File: src/drbrt_pkg.sv
// package for the dram bank row timing block
// types, register codes and event kinds shared by all modules; no dependencies

package drbrt_pkg;

    localparam int NUM_BANKS = 8;
    localparam int IDX_W     = (NUM_BANKS > 1) ? $clog2(NUM_BANKS) : 1;
    localparam int ADDR_W    = 48;
    localparam int ROW_W     = 32;
    localparam int ID_W      = 16;
    localparam int EBANK_W   = 3;
    localparam int LAT_W     = 8;
    localparam int SHIFT_W   = 5;
    localparam int DELAY_W   = 10;
    localparam int CFG_IDX_W = 3;
    localparam int CFG_DAT_W = 8;

    localparam logic [IDX_W-1:0] BANK_MASK = IDX_W'(NUM_BANKS - 1);

    // configuration register indexes
    localparam logic [CFG_IDX_W-1:0] REG_CAS       = 3'd0;
    localparam logic [CFG_IDX_W-1:0] REG_ACTIVATE  = 3'd1;
    localparam logic [CFG_IDX_W-1:0] REG_PRECHARGE = 3'd2;
    localparam logic [CFG_IDX_W-1:0] REG_POLICY    = 3'd3;
    localparam logic [CFG_IDX_W-1:0] REG_LINE      = 3'd4;
    localparam logic [CFG_IDX_W-1:0] REG_ROW       = 3'd5;

    // word kinds
    localparam logic [1:0] KIND_ISSUE     = 2'd0;
    localparam logic [1:0] KIND_ACCESS    = 2'd1;
    localparam logic [1:0] KIND_PRECHARGE = 2'd2;
    localparam logic [1:0] KIND_NONE      = 2'd0;

    // row outcomes
    localparam logic [1:0] OUT_HIT   = 2'd0;
    localparam logic [1:0] OUT_EMPTY = 2'd1;
    localparam logic [1:0] OUT_WRONG = 2'd2;

    typedef struct packed {
        logic [1:0]         kind;
        logic [ADDR_W-1:0]  address;
        logic [ID_W-1:0]    req_id;
        logic [EBANK_W-1:0] event_bank;
    } item_t;

    typedef struct packed {
        logic               accepted;
        logic [1:0]         row_outcome;
        logic [EBANK_W-1:0] out_bank;
        logic               schedule_valid;
        logic [1:0]         schedule_kind;
        logic [DELAY_W-1:0] schedule_delay;
        logic               respond;
        logic [ID_W-1:0]    resp_req_id;
    } result_t;

    typedef struct packed {
        logic [LAT_W-1:0]   cas_latency;
        logic [LAT_W-1:0]   activate_latency;
        logic [LAT_W-1:0]   precharge_latency;
        logic               closed_policy;
        logic [SHIFT_W-1:0] line_shift;
        logic [SHIFT_W-1:0] row_shift;
    } cfg_t;

    typedef struct packed {
        logic             busy;
        logic             open;
        logic [ROW_W-1:0] row;
    } lkp_t;

    typedef struct packed {
        logic             en;
        logic [IDX_W-1:0] bank;
        logic             set_busy;
        logic             clr_busy;
        logic             set_open;
        logic             clr_open;
        logic [ROW_W-1:0] row;
    } upd_t;

endpackage

File: src/drbrt_cfg_regs.sv
// configuration register file for the dram bank row timing block
// depends on drbrt_pkg

module drbrt_cfg_regs (
    input  logic                           clk,
    input  logic                           rst_n,
    input  logic                           wr_en,
    input  logic [drbrt_pkg::CFG_IDX_W-1:0] wr_index,
    input  logic [drbrt_pkg::CFG_DAT_W-1:0] wr_data,
    output drbrt_pkg::cfg_t                cfg
);

    drbrt_pkg::cfg_t cfg_reg;
    drbrt_pkg::cfg_t cfg_next;

    always_comb
    begin
        cfg_next = cfg_reg;
        if (wr_en)
        begin
            unique case (wr_index)
                drbrt_pkg::REG_CAS:       cfg_next.cas_latency = wr_data;
                drbrt_pkg::REG_ACTIVATE:  cfg_next.activate_latency = wr_data;
                drbrt_pkg::REG_PRECHARGE: cfg_next.precharge_latency = wr_data;
                drbrt_pkg::REG_POLICY:    cfg_next.closed_policy = wr_data[0];
                drbrt_pkg::REG_LINE:
                    cfg_next.line_shift = wr_data[drbrt_pkg::SHIFT_W-1:0];
                drbrt_pkg::REG_ROW:
                    cfg_next.row_shift = wr_data[drbrt_pkg::SHIFT_W-1:0];
                default: ;
            endcase
        end
    end

    always_ff @(posedge clk or negedge rst_n)
    begin
        if (!rst_n)
        begin
            cfg_reg.cas_latency       <= 8'd9;
            cfg_reg.activate_latency  <= 8'd9;
            cfg_reg.precharge_latency <= 8'd9;
            cfg_reg.closed_policy     <= 1'b1;
            cfg_reg.line_shift        <= 5'd6;
            cfg_reg.row_shift         <= 5'd13;
        end
        else
        begin
            cfg_reg <= cfg_next;
        end
    end

    assign cfg = cfg_reg;

endmodule

File: src/drbrt_bank_table.sv
// per-bank busy, open and row storage with one lookup port and one update port
// depends on drbrt_pkg

module drbrt_bank_table (
    input  logic                        clk,
    input  logic                        rst_n,
    input  logic [drbrt_pkg::IDX_W-1:0] lkp_bank,
    output drbrt_pkg::lkp_t             lkp,
    input  drbrt_pkg::upd_t             upd
);

    logic [drbrt_pkg::NUM_BANKS-1:0] busy_reg;
    logic [drbrt_pkg::NUM_BANKS-1:0] busy_next;
    logic [drbrt_pkg::NUM_BANKS-1:0] open_reg;
    logic [drbrt_pkg::NUM_BANKS-1:0] open_next;
    logic [drbrt_pkg::ROW_W-1:0]     row_reg [drbrt_pkg::NUM_BANKS];

    always_comb
    begin
        busy_next = busy_reg;
        open_next = open_reg;
        if (upd.en)
        begin
            if (upd.set_busy)
                busy_next[upd.bank] = 1'b1;
            if (upd.clr_busy)
                busy_next[upd.bank] = 1'b0;
            if (upd.set_open)
                open_next[upd.bank] = 1'b1;
            if (upd.clr_open)
                open_next[upd.bank] = 1'b0;
        end
    end

    always_ff @(posedge clk or negedge rst_n)
    begin
        if (!rst_n)
        begin
            busy_reg <= '0;
            open_reg <= '0;
        end
        else
        begin
            busy_reg <= busy_next;
            open_reg <= open_next;
        end
    end

    // row tags hold garbage until first written; only read while open
    always_ff @(posedge clk)
    begin
        if (upd.en && upd.set_open)
            row_reg[upd.bank] <= upd.row;
    end

    assign lkp.busy = busy_reg[lkp_bank];
    assign lkp.open = open_reg[lkp_bank];
    assign lkp.row  = row_reg[lkp_bank];

endmodule

File: src/drbrt_decide.sv
// decode of one word: bank and row mapping, hit check, latency and state update
// depends on drbrt_pkg; combinational, fed from the input register

module drbrt_decide (
    input  logic                        valid,
    input  drbrt_pkg::item_t            item,
    input  drbrt_pkg::cfg_t             cfg,
    output logic [drbrt_pkg::IDX_W-1:0] lkp_bank,
    input  drbrt_pkg::lkp_t             lkp,
    output drbrt_pkg::result_t          result,
    output drbrt_pkg::upd_t             upd
);

    logic [drbrt_pkg::ADDR_W-1:0]  line_addr;
    logic [drbrt_pkg::ADDR_W-1:0]  row_addr;
    logic [drbrt_pkg::IDX_W-1:0]   issue_bank;
    logic [drbrt_pkg::IDX_W-1:0]   ev_bank;
    logic [drbrt_pkg::ROW_W-1:0]   row;
    logic                          issue_in_range;
    logic                          ev_in_range;
    logic                          hit;
    logic [drbrt_pkg::DELAY_W-1:0] cas_ext;
    logic [drbrt_pkg::DELAY_W-1:0] act_ext;
    logic [drbrt_pkg::DELAY_W-1:0] pre_ext;

    assign line_addr  = item.address >> cfg.line_shift;
    assign row_addr   = item.address >> cfg.row_shift;
    assign issue_bank = line_addr[drbrt_pkg::IDX_W-1:0] & drbrt_pkg::BANK_MASK;
    assign ev_bank    = drbrt_pkg::IDX_W'(item.event_bank);
    assign row        = row_addr[drbrt_pkg::ROW_W-1:0];

    assign issue_in_range = 32'(issue_bank) < drbrt_pkg::NUM_BANKS;
    assign ev_in_range    = 32'(item.event_bank) < drbrt_pkg::NUM_BANKS;

    assign lkp_bank = (item.kind == drbrt_pkg::KIND_ISSUE) ? issue_bank : ev_bank;
    assign hit      = lkp.open && (lkp.row == row);

    assign cas_ext = drbrt_pkg::DELAY_W'(cfg.cas_latency);
    assign act_ext = drbrt_pkg::DELAY_W'(cfg.activate_latency);
    assign pre_ext = drbrt_pkg::DELAY_W'(cfg.precharge_latency);

    always_comb
    begin
        result       = '0;
        upd          = '0;
        upd.bank     = lkp_bank;
        upd.row      = row;
        unique case (item.kind)
            drbrt_pkg::KIND_ISSUE:
            begin
                result.out_bank    = drbrt_pkg::EBANK_W'(issue_bank);
                result.resp_req_id = item.req_id;
                if (issue_in_range && !lkp.busy)
                begin
                    result.accepted       = 1'b1;
                    result.schedule_valid = 1'b1;
                    result.schedule_kind  = drbrt_pkg::KIND_ACCESS;
                    upd.en                = valid;
                    upd.set_busy          = 1'b1;
                    if (hit)
                    begin
                        result.row_outcome    = drbrt_pkg::OUT_HIT;
                        result.schedule_delay = cas_ext;
                    end
                    else if (lkp.open)
                    begin
                        result.row_outcome    = drbrt_pkg::OUT_WRONG;
                        result.schedule_delay = cas_ext + act_ext + pre_ext;
                        upd.set_open          = 1'b1;
                    end
                    else
                    begin
                        result.row_outcome    = drbrt_pkg::OUT_EMPTY;
                        result.schedule_delay = cas_ext + act_ext;
                        upd.set_open          = 1'b1;
                    end
                end
            end
            drbrt_pkg::KIND_ACCESS:
            begin
                result.out_bank = item.event_bank;
                if (ev_in_range)
                begin
                    result.respond     = 1'b1;
                    result.resp_req_id = item.req_id;
                    if (cfg.closed_policy)
                    begin
                        result.schedule_valid = 1'b1;
                        result.schedule_kind  = drbrt_pkg::KIND_PRECHARGE;
                        result.schedule_delay = pre_ext;
                    end
                    else
                    begin
                        upd.en       = valid;
                        upd.clr_busy = 1'b1;
                    end
                end
            end
            drbrt_pkg::KIND_PRECHARGE:
            begin
                result.out_bank = item.event_bank;
                if (ev_in_range)
                begin
                    upd.en       = valid;
                    upd.clr_busy = 1'b1;
                    upd.clr_open = 1'b1;
                end
            end
            default: ;
        endcase
    end

endmodule

File: src/dram_bank_row_timing_top.sv
// top level of the dram bank row timing block
// depends on drbrt_pkg, drbrt_cfg_regs, drbrt_bank_table, drbrt_decide
//
// tracks the open row and busy state of each dram bank. each input word is
// an issue request, an access-finished event or a precharge-finished event.
// input channel: a word is taken at a clock edge with start high and busy low.
// busy never rises, so a word may be given on every cycle.
// output channel: done is high for exactly one cycle with the result word on
// result; the receiver cannot stall, so every result must be taken as shown.
// pipeline: a taken word is held in the input register, then goes through the
// bank lookup and latency add into the result register. throughput is one
// word per cycle; the bank table is read and updated in the same cycle, so
// back to back words on the same bank see each other's updates.
// configuration: cfg_valid/cfg_ready write channel, always ready, carrying a
// register index and data; write only while no word is in flight.
// reset: all banks idle with no row open, registers at defaults, no result.

module dram_bank_row_timing_top (
    input  logic                            clk,
    input  logic                            rst_n,
    input  logic                            start,
    output logic                            busy,
    input  drbrt_pkg::item_t                item,
    output logic                            done,
    output drbrt_pkg::result_t              result,
    input  logic                            cfg_valid,
    output logic                            cfg_ready,
    input  logic [drbrt_pkg::CFG_IDX_W-1:0] cfg_index,
    input  logic [drbrt_pkg::CFG_DAT_W-1:0] cfg_data
);

    drbrt_pkg::cfg_t             cfg;
    drbrt_pkg::lkp_t             lkp;
    drbrt_pkg::upd_t             upd;
    drbrt_pkg::result_t          result_next;
    logic [drbrt_pkg::IDX_W-1:0] lkp_bank;

    logic               in_valid_reg;
    drbrt_pkg::item_t   item_reg;
    logic               done_reg;
    drbrt_pkg::result_t result_reg;

    assign busy      = 1'b0;
    assign cfg_ready = 1'b1;

    drbrt_cfg_regs u_cfg (
        .clk      (clk),
        .rst_n    (rst_n),
        .wr_en    (cfg_valid && cfg_ready),
        .wr_index (cfg_index),
        .wr_data  (cfg_data),
        .cfg      (cfg)
    );

    drbrt_bank_table u_table (
        .clk      (clk),
        .rst_n    (rst_n),
        .lkp_bank (lkp_bank),
        .lkp      (lkp),
        .upd      (upd)
    );

    drbrt_decide u_decide (
        .valid    (in_valid_reg),
        .item     (item_reg),
        .cfg      (cfg),
        .lkp_bank (lkp_bank),
        .lkp      (lkp),
        .result   (result_next),
        .upd      (upd)
    );

    always_ff @(posedge clk or negedge rst_n)
    begin
        if (!rst_n)
        begin
            in_valid_reg <= 1'b0;
            done_reg     <= 1'b0;
        end
        else
        begin
            in_valid_reg <= start && !busy;
            done_reg     <= in_valid_reg;
        end
    end

    always_ff @(posedge clk)
    begin
        if (start && !busy)
            item_reg <= item;
        if (in_valid_reg)
            result_reg <= result_next;
    end

    assign done   = done_reg;
    assign result = result_reg;

    a_latency: assert property (@(posedge clk) disable iff (!rst_n)
        start && !busy |-> ##2 done)
        else $error("word taken without a result two cycles later");

    a_issue_sched: assert property (@(posedge clk) disable iff (!rst_n)
        done && result.accepted |->
            result.schedule_valid && result.schedule_kind == drbrt_pkg::KIND_ACCESS
            && !result.respond)
        else $error("accepted issue without an access-finished schedule");

    a_outcome: assert property (@(posedge clk) disable iff (!rst_n)
        done && !result.accepted |-> result.row_outcome == drbrt_pkg::OUT_HIT)
        else $error("row outcome reported for a word that was not taken");

    a_same_bank: assert property (@(posedge clk) disable iff (!rst_n)
        done && $past(done) && result.accepted && $past(result.accepted)
            |-> result.out_bank != $past(result.out_bank))
        else $error("two back to back issues accepted on the same bank");

endmodule
File: config.mk
export PLATFORM = sky130hd
export DESIGN_NAME = dram_bank_row_timing_top
export DESIGN_NICKNAME = d
export VERILOG_FILES = /design/src/drbrt_pkg.sv /design/src/drbrt_cfg_regs.sv /design/src/drbrt_bank_table.sv /design/src/drbrt_decide.sv /design/src/dram_bank_row_timing_top.sv
export SDC_FILE = /design/constraint.sdc
export NUM_CORES = 1
export LEC_CHECK = 0
export ABC_CLOCK_PERIOD_IN_PS = 5090
export BUFFER_PORTS_ARGS = -buffer_cell sky130_fd_sc_hd__buf_2
export CAP_MARGIN = 20
export CORE_MARGIN = 4
export CORE_UTILIZATION = 50
export DETAILED_ROUTE_END_ITERATION = 8
export PLACE_DENSITY = 0.74
export SLEW_MARGIN = 40
export SYNTH_ARGS = -nofsm -noshare
export SYNTH_HDL_FRONTEND = slang
export SYNTH_SLANG_ARGS = --single-unit
File: constraint.sdc
create_clock -name clk -period 5.09 [get_ports clk]
set_clock_uncertainty 0.05 [all_clocks]
set_input_delay 1.018 -clock clk [delete_from_list [all_inputs] [get_ports clk]]
set_output_delay 1.018 -clock clk [all_outputs]
set_load 0.02 [all_outputs]
; Word level (Yosys, flattened, before mapping)
; Memories as Yosys holds them, arrays and structs flattened.
; Cells that the tools add are included.
[totals]
register_bits = 158
ramBits = 256
in_bits = 84
out_inout_bits = 39
elab_cells = 93
n_memories = 1
[op_classes]
addsub = 2
n_lt_le_gt_ge = 2
eq_ne = 8
shifts = 2
n_mux = 36
n_bitwise = 6
n_reduce_logical = 14
[memory_table]
columns = memory, words, word_bits, rd, rd_clocked_by_memory_dff, write_ports, line_no
row1 = u_table.row_reg, 8, 32, 1, 0, 1, drbrt_bank_table.sv:16  ; logic [drbrt_pkg::ROW_W-1:0] row_reg [drbrt_pkg::NUM_BANKS];
[ops]
columns = op, count
row1 = two-way mux 8 bit, 6
row2 = >> shifter 48 x 5 -> 3 bit, 1
row3 = >> shifter 48 x 5 -> 32 bit, 1
row4 = == test 32 bit, 1
row5 = two-way mux 13 bit, 2
row6 = one-hot mux 13 bit (2 select lines), 1
row7 = two-way mux 10 bit, 2
row8 = bitwise AND 8 bit, 2
row9 = OR 8 bit, 2
row10 = two-way mux 1 bit, 15
row11 = AND reduction 2 bit, 6
row12 = adder 10 x 8 -> 10 bit, 1
row13 = adder 8 x 8 -> 9 bit, 1
row14 = NOT 8 bit, 1
row15 = binary-select mux 1 bit (select 3 bit), 2
row16 = "== test 3 x 2 -> 1 bit, second input constant", 2
row17 = "== test 3 bit, second input constant", 2
row18 = two-way mux 3 bit, 2
row19 = one-hot mux 3 bit (2 select lines), 1
row20 = "< comparator 3 x 4 -> 1 bit, second input constant", 1
row21 = two-way mux 2 bit, 2
row22 = OR reduction 2 bit, 2
row23 = demux 1 bit (select 3 bit), 1
row24 = "== test 3 x 1 -> 1 bit, second input constant", 1
row25 = other kinds (10), 12

; Depth between registers and ports, before layout
; Gate-level depths: netlist of run 1.
[logic_depth]
word_depth = 12
depth_mapped = 20
depth_no_buf = 16

; By module
; A second synthesis of run 1 with hierarchy kept.
[hier_totals]
cells_unflattened = 1337
hier_area_um2 = 21206.6
[modules_own_cells]
columns = mod, instances, cells_per_inst, area_per_inst_um2, seq_area_each_um2
row1 = drbrt_bank_table, 1, 447, 10563.9, 8087.8
row2 = drbrt_decide, 1, 701, 6045.8, 0.0
row3 = dram_bank_row_timing_top, 1, 111, 3225.6, 3203.1
row4 = drbrt_cfg_regs, 1, 78, 1371.3, 890.9

; Worst setup path before layout of run 1
; Ideal clock, no wire load.
[synth_path]
kind = register -> register
startpoint = reg u_cfg.cfg_reg, in the netlist u_cfg.cfg[6]
endpoint = mem u_table.row_reg[7][0] (netlist bit), enable pin
t_arrival_ns = 5.052
t_required_ns = 4.619
path_slack_ns = -0.433
path_stages_with_launch = 16
cell_sequence = dfstp_2 -> buf_2 -> buf_4 -> mux2i_1 -> mux4_2 -> a221o_1 -> o21ai_1 -> buf_4 -> buf_2 -> clkbuf_1 -> nand3_1 -> nand3_1 -> o311ai_2 -> a211o_1 -> or3_1 -> nor2_1
[synth_between]
elab_chain_len = 11
[synth_lines]
columns = item, line_no
row1 = "start, declared", drbrt_cfg_regs.sv:13  ; drbrt_pkg::cfg_t cfg_reg;
row2 = "start signal, assigned", drbrt_cfg_regs.sv:48  ; cfg_reg <= cfg_next;
row3 = >> shifter 48 x 5 -> 3 bit *, drbrt_decide.sv:26  ; assign line_addr = item.address >> cfg.line_shift;
row4 = two-way mux 3 bit *, drbrt_decide.sv:35  ; assign lkp_bank = (item.kind == drbrt_pkg::KIND_ISSUE) ? issue_bank : ev_bank;
row5 = memory read (8 x 32 bit) / binary-select mux 1 bit (select 3 bit) (equally long branches), --
row6 = == test 32 bit / two-way mux 1 bit (equally long branches), "drbrt_decide.sv:36, drbrt_bank_table.sv:57"
row7 = logical AND 1 bit, drbrt_decide.sv:36  ; assign hit = lkp.open && (lkp.row == row);
row8 = two-way mux 1 bit, drbrt_decide.sv:60  ; if (hit)
row9 = two-way mux 1 bit, drbrt_decide.sv:53  ; if (issue_in_range && !lkp.busy)
row10 = two-way mux 1 bit, drbrt_decide.sv:48  ; unique case (item.kind)
row11 = logical AND 1 bit, drbrt_bank_table.sv:52  ; if (upd.en && upd.set_open)
row12 = two-way mux 1 bit, drbrt_bank_table.sv:52
row13 = two-way mux 1 bit (implied by the code), drbrt_bank_table.sv:53  ; row_reg[upd.bank] <= upd.row;
row14 = "end, declared", drbrt_bank_table.sv:16
; Every way passes the cells marked *; elsewhere a longest branch is shown, timed or not. The select of a mux whose other input is x is not followed.

; Worst setup path in the final report of run 1
[layout_path]
startpoint = reg u_cfg.cfg_reg, in the netlist u_cfg.cfg[6]
endpoint = mem u_table.row_reg[2][20] (netlist bit), enable pin
; The elaborated chain is that of the path after synthesis.

==> metrics.yaml, run 1 <==
synth:
  synth_top_area_cell: "edfxtp_1"
  yosys_register_bits: 414
  synth-seq-area-share_pct: 59.7
  async_flop_share_pct: 12.8
  synth_cell_types: 74
  synth_flop_cell: "edfxtp_1"
  yosys_warnings: 0
  syn_nets: 1560
  synth-edff-count: 361
  netlist_instances: 1454
  synth_top_area_share_pct: 53.1
  netlist_area_mm2: 0.0204
  synth_area_per_cell_um2: 14.0
  synth_area_leaders: "edfxtp_1 53%, mux4_2 7.4%, dfrtp_1 5.0%"
clock_tree:
  ctsHoldBuffers: 0
  cts.sinks: 414
  htree_levels: 2
  cts_tree: "yes"
  cts_buffer_depth: 3
  cts_buffers: 42
  ctsRootBufferMaster: "clkbuf_16"
  clkTransAtPathRegs_ns: 0.06
  clk_latency_ns: 0.58
timing:
  rsz0062_at_grt: "true"
  max_freq_ghz: 0.193
  fin_ws_ns: -0.0787
  fin_tns_setup_ns: -4.80
  worst_pin_slew_ns: 0.907
  timing.final.crit_period_ns: 5.17
  finalSetupViolCount: 109
  relSlewSlack_pct: 38.9
  final.period_utilization_pct: 102
  timing.hold.ws_ns: 0.449
  drv_slew: 0
  hold_violations: 0
grt:
  gr-usage-all-layers_pct: 22.6
  grt_max_degree: 54
  met3_usage_pct: 3.42
  top_usage_layer: "met2"
  met2_usage_pct: 38.5
  grt_overflow: 0
  grt_pass1_vias: 14000
  grt_pass1_wl_um: 78800
  antenna_found_initial: 2
  use_met1_pct: 30.2
min_path:
  hp-class: "flop to flop"
power_and_ir_drop:
  p_total_mw: 11.2
  power.leakage_nw: 9.21
  ir_drop_mv: 0.320
  p_per_area_mw_per_mm2: 450
placement:
  portBuffers: 120
  dp_hpwl_um: 35200
  place_congestion: 0.900
route:
  drt-wirelength-per-cell_um: 23.2
  via_per_inst: 6.23
  vias: 14100
  ant_nets: 0
  drt_iter0_markers: 1836
  routed_wirelength_um: 52600
  drc_errors: 0
  first_pass_iters: 6
final_layout:
  nNetsFinal: 1813
  syn2layout_area_growth_pct: 22.2
  drive_gt1_share_pct: 33.9
  largest_reg_flops: 256
  post-route-util_pct: 62.3
floorplan:
  start_util_pct: 51.0
  io_pins: 123
  die_area_mm2: 0.0441
  rows: 73
  core_area_mm2: 0.0400
  die-height_um: 210
  fp.dieW_um: 210
setup_path:
  cp.arrival_ns: 5.45
  path_cells: "buf_4, mux2i_1, mux4_2, a221o_1, o21ai_4, buf_12, buf_8, a2111oi_4, nor4_2, xnor2_1, o2111ai_1, or4_4, nor4_4, nand2b_4, buf_12, nor2_4, buf_16, buf_16"
  cp_top_family: "simple AND/OR/NAND/NOR gates"
  path_buf_inv: 6
  critPathMaxFanout: 17
  slowest_stage: "dfstp_4"
  critical_path_class: "flop to flop"
  start_kind: "flop"
  cp.required_ns: 5.37
  endpoint_kind: "flop"
  cpPeakStageDelay_ns: 0.69
run:
  drv_cap: 0
status:
  status: "complete, but fails checks"
  violations: "setup timing"
-- worst reg2reg max path, stage by stage, from the launching register on --
cell       delay, ns
dfstp_4         0.69
buf_4           0.14
mux2i_1         0.06
mux4_2          0.46
a221o_1         0.40
o21ai_4         0.35
buf_12          0.19
buf_8           0.14
a2111oi_4       0.06
nor4_2          0.30
xnor2_1         0.20
o2111ai_1       0.15
or4_4           0.56
nor4_4          0.40
nand2b_4        0.23
buf_12          0.15
nor2_4          0.07
buf_16          0.16
buf_16          0.18
-- cells in the mapped netlist (all sizes together), types with 11 or more instances --
cell type and number:
clkbuf 35, dfstp 12, o21ai 59, o22ai 22, inv 42, edfxtp 361, nor3 28, nor2 54
mux2 88, nand4 11, a21oi 44, a32o 21, dfrtp 41, mux4 67, a2111oi 16, xnor2 15
nor2b 27, mux2i 96, buf 62, or3 23, nand2 125, ha 20, o211a 22
-- stage by stage --
step,setup slack [ns],area [µm²],std cells
after floorplan,-0.418,20400,1454
after global placement,-0.173,22500,2140
after detailed placement,-0.411,22800,2156
after CTS,0.00655,24400,2241
after global routing,-0.199,24900,2264
final,-0.0787,24900,2264
-- kinds of logic after synthesis --
group / count (synthesis) / synth area share, %
AOI/OAI and AO/OA: 285 / 10.3
xor gates and xnor gates: 20 / 0.859
adders and majority gates: 22 / 1.42
buffers and inverters: 139 / 3.15
DFF: 414 / 59.7
muxes: 251 / 17.0
other: 2 / 0.0368
and+or+nand+nor: 321 / 7.54
-- per-layer routing --
layer,share of wire [%],vias up
met5,0,-
met4,3.8,0
met3,7.7,174
met2,50,732
met1,39,6954
li1,-,6235
-- layout by cell type, fill, tap and decap left out, drive strengths merged, types with 27 or more instances in the layout --
| master | instances |
|---|---|
| edfxtp | 361 |
| buf | 301 |
| nand2 | 125 |
| mux2i | 96 |
| mux2 | 88 |
| mux4 | 67 |
| clkbuf | 64 |
| o21ai | 59 |
| nor2 | 54 |
| inv | 44 |
| a21oi | 44 |
| dfrtp | 41 |
| nor3 | 28 |
| nor2b | 27 |
-- path summary, 6_finish.rpt --
path                                      from                endpoint  slack, ns  depth (start not counted)
max                               u_cfg.cfg[6]  u_table.row_reg[2][20]      -0.08                         18
min                        u_table.busy_reg[5]     u_table.busy_reg[5]       0.45                          1
max reg2reg                       u_cfg.cfg[6]  u_table.row_reg[2][20]      -0.08                         18
min reg2reg                u_table.busy_reg[5]     u_table.busy_reg[5]       0.45                          1
max in group asynchronous                rst_n            u_cfg.cfg[5]       3.95                          2
min in group asynchronous                rst_n           u_cfg.cfg[15]       0.52                          2
-- final cells by class --
type,count,area [µm²]
antenna,1,2.50
clock buffer,60,1120
sequential,414,12200
tap,525,657
timing repair buffer,306,2650
inverter,42,158
fill,2926,15100
multi-input combinational,901,8050
clock inverter,15,116
-- where the power goes --
group,total [mW],leakage (nW),internal (mW),switching [mW]
Sequential,4.40,3.98,4.23,0.174
Combinational,3.98,4.63,1.76,2.22
Clock,2.84,0.597,1.55,1.29
-- repair_timing --
action                     in CTS  in global routing
resized for setup              35                 60
gates cloned                    2                  4
setup buffers                   8                 19
setup endpoints to repair     273                215
hold endpoints to repair        0                  0
pin swaps                      12                 26
(Power assumes the default switching activity.)
==> inputs of run 2 (changes only) <==
TNS_END_PERCENT = 20   (was unset)
==> run 2 against run 1 <==
  * The run still ends with setup timing left
  * Non-clock buffer count unchanged
  * Largest power group unchanged
  * Sequential power about the same
  * Largest cell class unchanged
  * Combinational power about the same
  * Via count down 0.38%
==> metrics.yaml, run 2 (synthesis results as in run 1) <==
clock_tree:
  ctsHoldBuffers: 0  # unchanged
  htree_levels: 2  # unchanged
  cts_buffer_depth: 3  # unchanged
  cts.sinks: 414  # unchanged
  cts_buffers: 42  # unchanged
  ctsRootBufferMaster: "clkbuf_16"
  cts_tree: "yes"
  clk_latency_ns: 0.58  # about the same
  clkTransAtPathRegs_ns: 0.06  # about the same
final_layout:
  nNetsFinal: 1813  # unchanged
  final_cell_mix: "361 x edfxtp_1, 133 x buf_4, 124 x nand2_1"
  multiInputGateArea_mm2: 0.00805  # unchanged
  drive_gt1_share_pct: 33.9  # unchanged
  largest_reg_flops: 256  # unchanged
  final_common_cell: "edfxtp_1"
  syn2layout_area_growth_pct: 22.2  # unchanged
  ff_latch_area_mm2: 0.0122  # unchanged
  final.fill_count: 2926  # unchanged
setup_path:
  cp.arrival_ns: 5.46  # about the same
  endpoint_kind: "flop"
  start_kind: "flop"
  cpPeakStageDelay_ns: 0.70  # about the same
  critical_path_class: "flop to flop"
  critPathMaxFanout: 17  # unchanged
  slowest_stage: "dfstp_4"
  path_cells: "buf_4, mux2i_1, mux4_2, a221o_1, o21ai_4, buf_12, buf_8, a2111oi_4, nor4_2, xnor2_1, o2111ai_1, or4_4, nor4_4, nand2b_4, buf_12, nor2_4, buf_16, buf_16"
  cp.required_ns: 5.37  # about the same
floorplan:
  die_area_mm2: 0.0441  # unchanged
  die-height_um: 210  # unchanged
  io_pins: 123  # unchanged
  fp.dieW_um: 210  # unchanged
  core_area_mm2: 0.0400  # unchanged
  start_util_pct: 51.0  # unchanged
  rows: 73  # unchanged
timing:
  hold_violations: 0  # unchanged
  max_freq_ghz: 0.193  # -0.28%
  finalSetupViolCount: 109  # unchanged
  worst_pin_slew_ns: 0.912  # +0.00442 ns
  drv_slew: 0  # unchanged
  final.period_utilization_pct: 102  # +0.29 points
  rsz0062_at_grt: "true"
  relSlewSlack_pct: 38.6  # -0.30 points
  timing.final.crit_period_ns: 5.18  # +0.0145 ns
  fin_ws_ns: -0.0932  # -0.0145 ns
route:
  drt_iter0_markers: 1766  # -3.8%
  routed_wirelength_um: 52600  # about the same
  via_per_inst: 6.20  # -0.38%
  first_pass_iters: 6  # unchanged
  drc_errors: 0  # unchanged
  ant_nets: 0  # unchanged
  drt-wirelength-per-cell_um: 23.2  # about the same
  vias: 14000  # -0.38%
grt:
  grt_max_degree: 54  # unchanged
  grt_pass1_vias: 14000  # unchanged
  gr-usage-all-layers_pct: 22.6  # unchanged
  grt_overflow: 0  # unchanged
  antenna_found_initial: 2  # unchanged
  grt_pass1_wl_um: 78800  # unchanged
status:
  status: "complete, but fails checks"
  violations: "setup timing"
run:
  drv_cap: 0  # unchanged
placement:
  portBuffers: 120  # unchanged
  dp_hpwl_um: 35200  # unchanged
  preCtsSetupSlack_ns: -0.411  # unchanged
  place_congestion: 0.900  # unchanged
power_and_ir_drop:
  p_total_mw: 11.2  # +0.11%
  ir_drop_mv: 0.323  # +0.90%
  power.leakage_nw: 9.21  # unchanged
  p_per_area_mw_per_mm2: 450  # +0.11%
min_path:
  hp-class: "flop to flop"
-- run 2: cell counts in the layout (fill, tap and decap cells not counted) --
No cell type changed its count.
-- run 2: what timing repair did --
| action | CTS | global route |
|---|---|---|
| pin swaps | 12 | 26 |
| setup buffers | 8 | 19 |
| gates cloned | 2 | 4 |
| setup endpoints to repair | 273 | 215 |
| resized for setup | 35 | 60 |
-- run 2: worst max-delay path, delay by kind of cell (launching register included) --
kind	cells	cell delay, ns
AND/OR/NAND/NOR	5	1.55
buffers and inverters	6	0.95
AO/OA/AOI/OAI	4	0.95
flip-flops	1	0.70
multiplexers	2	0.52
XOR/XNOR	1	0.20
-- run 2: power by group --
group          total, mW  switching [mW]  leakage [nW]  internal (mW)
logic               3.98            2.22          4.63           1.76
clock network       2.85            1.30         0.597           1.55
registers           4.40           0.174          3.98           4.23
total               11.2            3.69          9.21           7.54
-- run 2: final timing paths --
check                               startpoint                      to  slack, ns  depth (start not counted)
setup / recovery                  u_cfg.cfg[6]  u_table.row_reg[2][20]      -0.09                         18
hold / removal             u_table.busy_reg[5]     u_table.busy_reg[5]       0.44                          1
setup reg to reg                  u_cfg.cfg[6]  u_table.row_reg[2][20]      -0.09                         18
hold reg to reg            u_table.busy_reg[5]     u_table.busy_reg[5]       0.44                          1
max in group asynchronous                rst_n            u_cfg.cfg[5]       3.96                          2
min in group asynchronous                rst_n           u_cfg.cfg[15]       0.52                          2
-- run 2: layout make-up --
class	count	share of cell area, %
clock inverter	15	0.467
antenna	1	0.0100
timing repair buffer	306	10.6
multi-input combinational	901	32.3
tap	525	2.63
clock buffer	60	4.49
inverter	42	0.632
sequential	414	48.9
-- run 2: metal layers --
| metal | share of wire, % | global-route usage (%) | wire length [µm] |
|---|---|---|---|
| met1 | 39 | 30.2 | 20300 |
| met4 | 3.7 | 7.11 | 1930 |
| met3 | 7.8 | 3.42 | 4100 |
| met2 | 50 | 38.5 | 26300 |
| met5 | 0 | 0 | 0 |
-- run 2: stage by stage --
stage / hold WS, ns / setup TNS [ns] / utilization [%] / instances / area, µm²
global placement: 0.420 / -36.42 / 56.2 / 2140 / 22500
CTS: 0.444 / 0 / 60.9 / 2241 / 24400
detailed placement: 0.431 / -58.13 / 57.1 / 2156 / 22800
global route: 0.463 / -25.23 / 62.3 / 2264 / 24900
floorplan: 0.410 / -80.22 / - / 1454 / 20400
finish: 0.443 / -6.27 / 62.3 / 2264 / 24900
